**config.mk**
```make
export PLATFORM = sky130hd
export DESIGN_NAME = rc_channel_calibrate
export DESIGN_NICKNAME = d
export VERILOG_FILES = /design/src/hdl/rcc_pkg.sv /design/src/hdl/rc_channel_calibrate.sv /design/src/hdl/rcc_cal_table.sv /design/src/hdl/rcc_div_cell.sv
export VERILOG_INCLUDE_DIRS = /design/src /design/src/hdl
export SDC_FILE = /design/constraint.sdc
export NUM_CORES = 2
export LEC_CHECK = 0
export ABC_AREA = 1
export BUFFER_PORTS_ARGS = -buffer_cell sky130_fd_sc_hd__clkbuf_2
export CORE_ASPECT_RATIO = 0.7
export CORE_MARGIN = 2
export CORE_UTILIZATION = 45
export CTS_CLUSTER_SIZE = 28
export DETAILED_ROUTE_END_ITERATION = 8
export PLACE_DENSITY_LB_ADDON = 0.3
export SETUP_SLACK_MARGIN = 0.3
export SLEW_MARGIN = 20
export SYNTH_ARGS = -nofsm -noshare
export SYNTH_HDL_FRONTEND = slang
export SYNTH_HIERARCHICAL = 1
export SYNTH_SLANG_ARGS = --single-unit
```
**constraint.sdc**
```tcl
create_clock -name i_clk -period 24.5 [get_ports i_clk]
set_input_delay 0 -clock i_clk [delete_from_list [all_inputs] [get_ports i_clk]]
set_output_delay 0 -clock i_clk [all_outputs]
set_load 0.02 [all_outputs]
```
**src/hdl/rc_channel_calibrate_macros.svh**
```systemverilog
// ----------------------------------------------------------------------------
// rc channel calibrate assertion macros
// shared concurrent assertion forms for the calibration block
// ----------------------------------------------------------------------------
`ifndef RC_CHANNEL_CALIBRATE_MACROS_SVH
`define RC_CHANNEL_CALIBRATE_MACROS_SVH

// same-cycle implication
`define RCC_ASSERT_IMP(label, clk, rst_n, pre, post) \
    label: assert property (@(posedge clk) disable iff (!rst_n) (pre) |-> (post)) \
        else $error("rcc assertion failed");

// next-cycle implication
`define RCC_ASSERT_NXT(label, clk, rst_n, pre, post) \
    label: assert property (@(posedge clk) disable iff (!rst_n) (pre) |=> (post)) \
        else $error("rcc assertion failed");

`endif

```
**src/hdl/rcc_pkg.sv**
```systemverilog
// ----------------------------------------------------------------------------
// rcc_pkg
// types and constants shared by the channel calibration modules
// ----------------------------------------------------------------------------
`timescale 1ns / 1ps
`default_nettype none

package rcc_pkg;

    localparam int unsigned CHANNELS_DEF = 16;
    localparam int unsigned CH_W         = 4;
    localparam int unsigned SMP_W        = 16;
    localparam int unsigned DIFF_W       = SMP_W + 1;
    localparam int unsigned VAL_W        = 11;
    localparam int unsigned Q_W          = 9;
    localparam int unsigned NUM_W        = SMP_W + Q_W;

    localparam logic OP_SAMPLE = 1'b0;
    localparam logic OP_WRITE  = 1'b1;

    localparam logic [VAL_W-1:0] CENTER = 11'd1500;
    localparam logic [VAL_W-1:0] SAT_HI = 11'd2000;
    localparam logic [VAL_W-1:0] SAT_LO = 11'd1000;
    localparam logic [Q_W-1:0]   SPAN   = 9'd500;

    typedef struct packed {
        logic                    opcode;
        logic [CH_W-1:0]         channel;
        logic signed [SMP_W-1:0] raw_value;
        logic signed [SMP_W-1:0] cal_max;
        logic signed [SMP_W-1:0] cal_min;
        logic signed [SMP_W-1:0] cal_trim;
        logic                    cal_reverse;
    } t_in_word;

    typedef struct packed {
        logic [CH_W-1:0]  out_channel;
        logic [VAL_W-1:0] calibrated_value;
    } t_out_word;

    typedef struct packed {
        logic [SMP_W-1:0] hi;
        logic [SMP_W-1:0] lo;
        logic [SMP_W-1:0] trim;
        logic             rev;
    } t_cal_entry;

    typedef struct packed {
        logic [CH_W-1:0]  channel;
        logic             sat;
        logic [VAL_W-1:0] sat_val;
        logic             neg;
        logic [NUM_W-1:0] rem;
        logic [SMP_W-1:0] den;
        logic [Q_W-1:0]   quo;
    } t_div_word;

endpackage

`default_nettype wire

```
**src/hdl/rc_channel_calibrate.sv**
```systemverilog
// ----------------------------------------------------------------------------
// rc_channel_calibrate
// endpoint and trim normalization of radio-control channel samples
// ----------------------------------------------------------------------------
// a sample word passes in order through these registered steps after acceptance
// (table read, subtract, magnitude and scale, 9 divider cells, output)
// throughput: one word per cycle while the output is not stalled by i_out_ready,
// set by the one-bit-per-cell divider chain; a sample sees any earlier table write
// reset: synchronous, clears pipeline valid flags; table is undefined until written
`timescale 1ns / 1ps
`default_nettype none
`include "rc_channel_calibrate_macros.svh"

module rc_channel_calibrate #(
    parameter int unsigned CHANNELS = rcc_pkg::CHANNELS_DEF
) (
    input  wire                i_clk,
    input  wire                i_rst_n,
    input  wire                i_in_valid,
    output logic               o_in_ready,
    input  rcc_pkg::t_in_word  i_in_word,
    output logic               o_out_valid,
    input  wire                i_out_ready,
    output rcc_pkg::t_out_word o_out_word
);
    import rcc_pkg::*;

    localparam int unsigned IDX_W = (CHANNELS > 1) ? $clog2(CHANNELS) : 1;

    logic       en;
    logic       acc;
    logic       ch_ok;
    t_cal_entry wr_entry;
    t_cal_entry rd_entry;

    // stage 0
    logic              r_s0_valid;
    logic [CH_W-1:0]   r_s0_ch;
    logic [SMP_W-1:0]  r_s0_raw;

    // stage 1
    logic              r_s1_valid;
    logic [CH_W-1:0]   r_s1_ch;
    logic [DIFF_W-1:0] r_s1_d;
    logic [DIFF_W-1:0] r_s1_div;
    logic              r_s1_rev;
    logic [DIFF_W-1:0] n_s1_d;
    logic [DIFF_W-1:0] n_s1_div;

    // stage 2
    logic              r_s2_valid;
    t_div_word         r_s2_word;
    t_div_word         n_s2_word;
    logic [DIFF_W-1:0] mag_full;
    logic [SMP_W-1:0]  mag;
    logic              d_zero;
    logic              d_pos;
    logic              div_le0;

    // divider chain
    logic              cv [Q_W+1];
    t_div_word         cw [Q_W+1];

    // output
    logic              r_out_valid;
    t_out_word         r_out_word;
    t_out_word         n_out_word;
    logic [VAL_W-1:0]  lin_val;

    assign en         = !r_out_valid || i_out_ready;
    assign o_in_ready = en;
    assign acc        = i_in_valid && en;
    assign ch_ok      = ({1'b0, i_in_word.channel} < (CH_W + 1)'(CHANNELS));

    assign wr_entry.hi   = i_in_word.cal_max;
    assign wr_entry.lo   = i_in_word.cal_min;
    assign wr_entry.trim = i_in_word.cal_trim;
    assign wr_entry.rev  = i_in_word.cal_reverse;

    rcc_cal_table #(
        .WIDTH  ($bits(t_cal_entry)),
        .DEPTH  (CHANNELS),
        .ADDR_W (IDX_W)
    ) u_table (
        .i_clk     (i_clk),
        .i_we      (acc && ch_ok && (i_in_word.opcode == OP_WRITE)),
        .i_wr_addr (i_in_word.channel[IDX_W-1:0]),
        .i_wr_data (wr_entry),
        .i_rd_en   (en),
        .i_rd_addr (i_in_word.channel[IDX_W-1:0]),
        .o_rd_data (rd_entry)
    );

    always_ff @(posedge i_clk) begin
        if (!i_rst_n) begin
            r_s0_valid <= 1'b0;
        end else if (en) begin
            r_s0_valid <= acc && ch_ok && (i_in_word.opcode == OP_SAMPLE);
        end
    end

    always_ff @(posedge i_clk) begin
        if (en) begin
            r_s0_ch  <= i_in_word.channel;
            r_s0_raw <= i_in_word.raw_value;
        end
    end

    // deviation from trim and the divisor for its side
    always_comb begin
        n_s1_d = {r_s0_raw[SMP_W-1], r_s0_raw}
               - {rd_entry.trim[SMP_W-1], rd_entry.trim};
        if (!n_s1_d[DIFF_W-1] && (n_s1_d != '0)) begin
            n_s1_div = {rd_entry.hi[SMP_W-1], rd_entry.hi}
                     - {rd_entry.trim[SMP_W-1], rd_entry.trim};
        end else begin
            n_s1_div = {rd_entry.trim[SMP_W-1], rd_entry.trim}
                     - {rd_entry.lo[SMP_W-1], rd_entry.lo};
        end
    end

    always_ff @(posedge i_clk) begin
        if (!i_rst_n) begin
            r_s1_valid <= 1'b0;
        end else if (en) begin
            r_s1_valid <= r_s0_valid;
        end
    end

    always_ff @(posedge i_clk) begin
        if (en) begin
            r_s1_ch  <= r_s0_ch;
            r_s1_d   <= n_s1_d;
            r_s1_div <= n_s1_div;
            r_s1_rev <= rd_entry.rev;
        end
    end

    // magnitude, saturation and scaled numerator
    always_comb begin
        mag_full = r_s1_d[DIFF_W-1] ? (~r_s1_d + DIFF_W'(1)) : r_s1_d;
        mag      = mag_full[SMP_W-1:0];
        d_zero   = (r_s1_d == '0);
        d_pos    = !r_s1_d[DIFF_W-1] && !d_zero;
        div_le0  = r_s1_div[DIFF_W-1] || (r_s1_div == '0);

        n_s2_word.channel = r_s1_ch;
        n_s2_word.sat     = div_le0 || ({1'b0, mag} >= r_s1_div);
        if (d_zero) begin
            n_s2_word.sat_val = CENTER;
        end else if (d_pos ^ r_s1_rev) begin
            n_s2_word.sat_val = SAT_HI;
        end else begin
            n_s2_word.sat_val = SAT_LO;
        end
        n_s2_word.neg = r_s1_d[DIFF_W-1] ^ r_s1_rev;
        n_s2_word.rem = NUM_W'(mag) * NUM_W'(SPAN);
        n_s2_word.den = r_s1_div[SMP_W-1:0];
        n_s2_word.quo = '0;
    end

    always_ff @(posedge i_clk) begin
        if (!i_rst_n) begin
            r_s2_valid <= 1'b0;
        end else if (en) begin
            r_s2_valid <= r_s1_valid;
        end
    end

    always_ff @(posedge i_clk) begin
        if (en) begin
            r_s2_word <= n_s2_word;
        end
    end

    assign cv[0] = r_s2_valid;
    assign cw[0] = r_s2_word;

    for (genvar g = 0; g < Q_W; g++) begin : g_cell
        rcc_div_cell #(
            .SHIFT (Q_W - 1 - g)
        ) u_cell (
            .i_clk   (i_clk),
            .i_rst_n (i_rst_n),
            .i_en    (en),
            .i_valid (cv[g]),
            .i_word  (cw[g]),
            .o_valid (cv[g+1]),
            .o_word  (cw[g+1])
        );
    end

    // floor toward minus infinity for negative quotients
    always_comb begin
        if (cw[Q_W].neg) begin
            lin_val = CENTER - VAL_W'(cw[Q_W].quo) - VAL_W'(cw[Q_W].rem != '0);
        end else begin
            lin_val = CENTER + VAL_W'(cw[Q_W].quo);
        end
        n_out_word.out_channel      = cw[Q_W].channel;
        n_out_word.calibrated_value = cw[Q_W].sat ? cw[Q_W].sat_val : lin_val;
    end

    always_ff @(posedge i_clk) begin
        if (!i_rst_n) begin
            r_out_valid <= 1'b0;
        end else if (en) begin
            r_out_valid <= cv[Q_W];
        end
    end

    always_ff @(posedge i_clk) begin
        if (en) begin
            r_out_word <= n_out_word;
        end
    end

    assign o_out_valid = r_out_valid;
    assign o_out_word  = r_out_word;

    `RCC_ASSERT_IMP(a_out_range, i_clk, i_rst_n, o_out_valid, (o_out_word.calibrated_value >= SAT_LO) && (o_out_word.calibrated_value <= SAT_HI))
    `RCC_ASSERT_NXT(a_write_no_word, i_clk, i_rst_n, acc && (i_in_word.opcode == OP_WRITE), !r_s0_valid)
    `RCC_ASSERT_NXT(a_chain_to_out, i_clk, i_rst_n, en && cv[Q_W], o_out_valid)

endmodule

`default_nettype wire

```
**src/hdl/rcc_cal_table.sv**
```systemverilog
// ----------------------------------------------------------------------------
// rcc_cal_table
// generic single-port-write ram with one registered read port
// ----------------------------------------------------------------------------
`timescale 1ns / 1ps
`default_nettype none

module rcc_cal_table #(
    parameter int unsigned WIDTH  = $bits(rcc_pkg::t_cal_entry),
    parameter int unsigned DEPTH  = rcc_pkg::CHANNELS_DEF,
    parameter int unsigned ADDR_W = (DEPTH > 1) ? $clog2(DEPTH) : 1
) (
    input  wire               i_clk,
    input  wire               i_we,
    input  wire  [ADDR_W-1:0] i_wr_addr,
    input  wire  [WIDTH-1:0]  i_wr_data,
    input  wire               i_rd_en,
    input  wire  [ADDR_W-1:0] i_rd_addr,
    output logic [WIDTH-1:0]  o_rd_data
);

    logic [WIDTH-1:0] r_mem [DEPTH];
    logic [WIDTH-1:0] r_rd_data;

    always_ff @(posedge i_clk) begin
        if (i_we) begin
            r_mem[i_wr_addr] <= i_wr_data;
        end
    end

    always_ff @(posedge i_clk) begin
        if (i_rd_en) begin
            r_rd_data <= r_mem[i_rd_addr];
        end
    end

    assign o_rd_data = r_rd_data;

endmodule

`default_nettype wire

```
**src/hdl/rcc_div_cell.sv**
```systemverilog
// ----------------------------------------------------------------------------
// rcc_div_cell
// one restoring division cell, resolves a single quotient bit per word
// ----------------------------------------------------------------------------
`timescale 1ns / 1ps
`default_nettype none

module rcc_div_cell #(
    parameter int unsigned SHIFT = 0
) (
    input  wire                 i_clk,
    input  wire                 i_rst_n,
    input  wire                 i_en,
    input  wire                 i_valid,
    input  rcc_pkg::t_div_word  i_word,
    output logic                o_valid,
    output rcc_pkg::t_div_word  o_word
);
    import rcc_pkg::*;

    logic [NUM_W-1:0] den_sh;
    logic             fits;
    t_div_word        n_word;
    logic             r_valid;
    t_div_word        r_word;

    always_comb begin
        den_sh = NUM_W'(i_word.den) << SHIFT;
        fits   = (i_word.rem >= den_sh);
        n_word = i_word;
        if (fits) begin
            n_word.rem        = i_word.rem - den_sh;
            n_word.quo[SHIFT] = 1'b1;
        end
    end

    always_ff @(posedge i_clk) begin
        if (!i_rst_n) begin
            r_valid <= 1'b0;
        end else if (i_en) begin
            r_valid <= i_valid;
        end
    end

    always_ff @(posedge i_clk) begin
        if (i_en) begin
            r_word <= n_word;
        end
    end

    assign o_valid = r_valid;
    assign o_word  = r_word;

endmodule

`default_nettype wire
```
# Word level (Yosys, flattened, before mapping)
# Memory sizes are Yosys's and may differ from the RTL's. A register that Yosys moved wholly into a read port is not among the register bits.
# Cells that the tools add are included.
# word_totals
ff_bits	694
ram_bits	784
input_bits	74
out_inout_bits	17
elab_cells	162
mem_count	1
# mem_list
name	depth	width	read_ports	rd_clocked_by_memory_dff	wr	line_no	source
u_table.r_mem	16	49	1	1	1	rcc_cal_table.sv:22	logic [WIDTH-1:0] r_mem [DEPTH];
# classes
n_addsub	16
n_mul	1
magnitude_cmp	10
mux	16
n_bitwise	4
reduce_logical	16
# op_table
op	count
2-to-1 mux 25 bit	9
subtractor 16 x 16 -> 17 bit	3
zero test 17 bit	2
2-to-1 mux 11 bit	3
greater-or-equal comparator 25 x 16 -> 1 bit	1
greater-or-equal comparator 25 x 17 -> 1 bit	1
greater-or-equal comparator 25 x 18 -> 1 bit	1
greater-or-equal comparator 25 x 19 -> 1 bit	1
greater-or-equal comparator 25 x 20 -> 1 bit	1
greater-or-equal comparator 25 x 21 -> 1 bit	1
greater-or-equal comparator 25 x 22 -> 1 bit	1
greater-or-equal comparator 25 x 23 -> 1 bit	1
greater-or-equal comparator 25 x 24 -> 1 bit	1
nonzero test 25 bit	1
subtractor 25 x 16 -> 25 bit	1
subtractor 25 x 17 -> 25 bit	1
subtractor 25 x 18 -> 25 bit	1
subtractor 25 x 19 -> 25 bit	1
subtractor 25 x 20 -> 25 bit	1
subtractor 25 x 21 -> 25 bit	1
subtractor 25 x 22 -> 25 bit	1
subtractor 25 x 23 -> 25 bit	1
subtractor 25 x 24 -> 25 bit	1
multiplier 16 x 7 -> 23 bit (second input constant)	1
other kinds (15)	26

# Longest topological paths before layout
# logic_depth
ltp_word	6
depth_mapped	26
depth_no_buf	26

# Hierarchy
# The synthesis kept the hierarchy.
# modules_own_cells
module	instances	cells_each	area_each_um2	seq_area_each_um2
rcc_cal_table	1	3231	35191.3	25014.0
rc_channel_calibrate	1	1338	11214.5	3803.6
rcc_div_cell at g_cell[8].u_cell	1	492	4032.6	2031.9
rcc_div_cell at g_cell[5].u_cell	1	446	3946.3	2031.9
rcc_div_cell at g_cell[6].u_cell	1	446	3928.8	2031.9
rcc_div_cell at g_cell[7].u_cell	1	433	3875.0	2031.9
rcc_div_cell at g_cell[4].u_cell	1	426	3743.6	2031.9
rcc_div_cell at g_cell[2].u_cell	1	401	3646.0	2031.9
rcc_div_cell at g_cell[3].u_cell	1	398	3621.0	2031.9
rcc_div_cell at g_cell[1].u_cell	1	394	3589.7	2031.9
rcc_div_cell at g_cell[0].u_cell	1	369	3520.9	2031.9

# Least setup slack after synthesis
# No wires, ideal clock.
# synth_path
kind	register to register
start	register r_out_valid (netlist: o_out_valid)
end	memory u_table/r_mem[12][0] in the netlist's numbering (enable)
setup_ns	0.456
t_arrival_ns	18.933
setup_slack_ns	5.111
stages_incl_launch_ff	8
period_less_slack_ns	19.389
cell_sequence	dfxtp_1 inv_1 nor2_1 inv_1 nand2_1 nor2_1 nand3_1 nor2_1
# synth_between
elab_chain_len	6
# synth_lines
element	line_no	source
start: declaration	rc_channel_calibrate.sv:65	logic r_out_valid;
start signal: assignment	rc_channel_calibrate.sv:208	r_out_valid <= cv[Q_W];
zero test 1 bit	rc_channel_calibrate.sv:70	assign en = !r_out_valid || i_out_ready;
logical OR 1 bit	rc_channel_calibrate.sv:70	
via o_in_ready	rc_channel_calibrate.sv:20	output logic o_in_ready,
logical AND 1 bit	rc_channel_calibrate.sv:72	assign acc = i_in_valid && en;
logical AND 1 bit	rc_channel_calibrate.sv:86	.i_we (acc && ch_ok && (i_in_word.opcode == OP_WRITE)),
2-to-1 mux 1 bit	rcc_cal_table.sv:26	if (i_we) begin
2-to-1 mux 1 bit (not written as such)	rcc_cal_table.sv:27	r_mem[i_wr_addr] <= i_wr_data;
end: declaration	rcc_cal_table.sv:22	
# The timed path passes the listed nets, and every way through them passes these cells.

==> impl_metrics.env <==
export IMPL_first_iter_violations=5929
export IMPL_grt_max_degree=165
export IMPL_status="finished, final reports clean"
export IMPL_via_count=55800
export IMPL_skew_ns=0.0465
export IMPL_avgViaCountPerCell=5.06
export IMPL_core_area_um2=176000
export IMPL_fillers=16000
export IMPL_io_pins=91
export IMPL_fmax_mhz=152
export IMPL_path_class="register to register"
export IMPL_grtUsageTotal_pct=22.3
export IMPL_layout_drive_gt1_share_pct=7.66
export IMPL_cts_root_buf="clkbuf_16"
export IMPL_ff_latch_area_um2=46600
export IMPL_grt_pass1_wl_um=311000
export IMPL_instances_no_fill=11000
export IMPL_cts_made_buffers=153
export IMPL_wl_per_cell_um=18.3
export IMPL_fp_dieW_um=507
export IMPL_first_pass_iters=7
export IMPL_min_path_type="input pin to register"
export IMPL_drc=0
export IMPL_hp_start="i_in_word[66]"
export IMPL_post_place_ws_ns=17.97
export IMPL_cts_sinks=1557
export IMPL_fp_dieArea_um2=181000
export IMPL_tritoncts="yes"
export IMPL_clockBufferDepth=3
export IMPL_synth_area_per_cell_um2=9.55
export IMPL_crit_start="r_s1_d[0]$_DFFE_PN_"
export IMPL_fin_setup_tns_ns=0
export IMPL_routed_wirelength_um=202000
export IMPL_antenna_found_initial=1
export IMPL_min_period_ns=6.56
export IMPL_die_h_um=356
export IMPL_antenna_left=0
export IMPL_critical_path_max_fanout=7
export IMPL_path_clk_slew_ns=0.06
export IMPL_syn_area_um2=79800
export IMPL_crit_required_ns=25.01
export IMPL_portBuffers=90
export IMPL_cap_violations=0
export IMPL_fin_nets=8956
export IMPL_clk_latency_ns=0.80
export IMPL_mostFrequentLayoutCells="2,681 x nand2_1, 1,544 x edfxtp_1, 1,528 x inv_1"
export IMPL_final_period_utilization_pct=26.8
export IMPL_grt_pass1_vias=52300
export IMPL_setup_ws_ns=17.94
export IMPL_final_common_cell="nand2_1"
export IMPL_gp_congestion=0.918
export IMPL_worst_setup_path_end_kind="register"
export IMPL_hold_violations=0
export IMPL_grt_overflow=0
export IMPL_dp_hpwl_um=136000
export IMPL_yosysWarnings=6
export IMPL_start_util_pct=45.3
export IMPL_worstMarginPinSlew_ns=1.16
export IMPL_start_kind="register"
export IMPL_setup_viol=0
export IMPL_cts_setup_buffers=0
export IMPL_worstPathArrival_ns=7.07
export IMPL_r2r_start="r_s1_d[0]$_DFFE_PN_"
export IMPL_fp_row_count=129
export IMPL_max_slew_margin_pct=22.3
export IMPL_drv_slew=0
export IMPL_rsz0062_at_grt="no"
export IMPL_area_growth_pct=10.8
export IMPL_dp_cells=10700
export IMPL_fin_hold_ws_ns=0.129
export IMPL_cts_htree_levels=4
export IMPL_synth_cells=8358
export IMPL_multi_input_area_um2=26000
-- worst paths after layout --
path / end / slack (ns) / cells after the start
max: cw[652]$_DFFE_PN_ / 17.94 / 25
min: u_table/o_rd_data[14]$_DFFE_PP_ / 0.13 / 5
max reg2reg: cw[652]$_DFFE_PN_ / 17.94 / 25
min reg2reg: g_cell[8].u_cell/o_word[2]$_DFFE_PP_ / 0.40 / 0
-- state kept, by name, indices dropped and copies added (netlist names), 4 cells and up --
signal                 cells
u_table/r_mem            784
g_cell.u_cell/o_word     587
cw                        50
u_table/o_rd_data         49
r_s1_d                    17
r_s1_div                  17
r_s0_raw                  16
o_out_word                15
g_cell.u_cell/o_valid      9
r_s0_ch                    4
r_s1_ch                    4
-- critical path, cell delays in order (launching register included) --
cell and delay, ns:
edfxtp_1 0.54, inv_1 0.14, ha_1 0.16, inv_1 0.05, nor2_1 0.19, nand3_1 0.13
nor3_1 0.28, nand2_1 0.14, o21ai_1 0.21, o21ai_0 0.14, xor2_1 0.55, inv_1 0.33
fa_1 0.60, inv_1 0.06, fa_1 0.50, inv_1 0.06, fa_1 0.47, ha_1 0.31
ha_1 0.37, nand2_1 0.14, nor3_1 0.16, inv_1 0.07, nor2_1 0.21, nand4_1 0.20
o2111ai_1 0.18, xor2_1 0.10
-- what timing repair did --
| item | in CTS | in global routing |
|---|---|---|
| hold buffers | 91 | 0 |
| hold endpoints to repair | 822 | 0 |
| gates resized for setup | 0 | 0 |
-- per-layer routing --
layer	up-vias	track usage [%]	part of all wire, %
met5	-	0	0
li1	27200	-	-
met4	0	4.96	1.6
met1	26400	35.6	49
met3	220	3.74	8.5
met2	2033	31.3	41
-- metrics by stage --
step                      instance area (µm²)  util [%]
final                                   88400      50.1
after floorplan                         79900         -
after CTS                               88400      50.1
after detailed placement                82400      46.7
after global placement                  82400      46.7
after global routing                    88400      50.1
-- layout make-up --
type,instances,area share [%]
Clock buffer,184,4.53
Timing Repair Buffer,224,1.94
Clock inverter,99,1.29
Antenna cell,1,0.00283
Inverter,1577,6.74
Sequential cell,1557,52.7
Multi-Input combinational cell,5042,29.4
Tap cell,2358,3.34
Power is left out: the tool's default activity adds up to more than one toggle a clock period on the data nets, which glitch-free logic cannot reach.
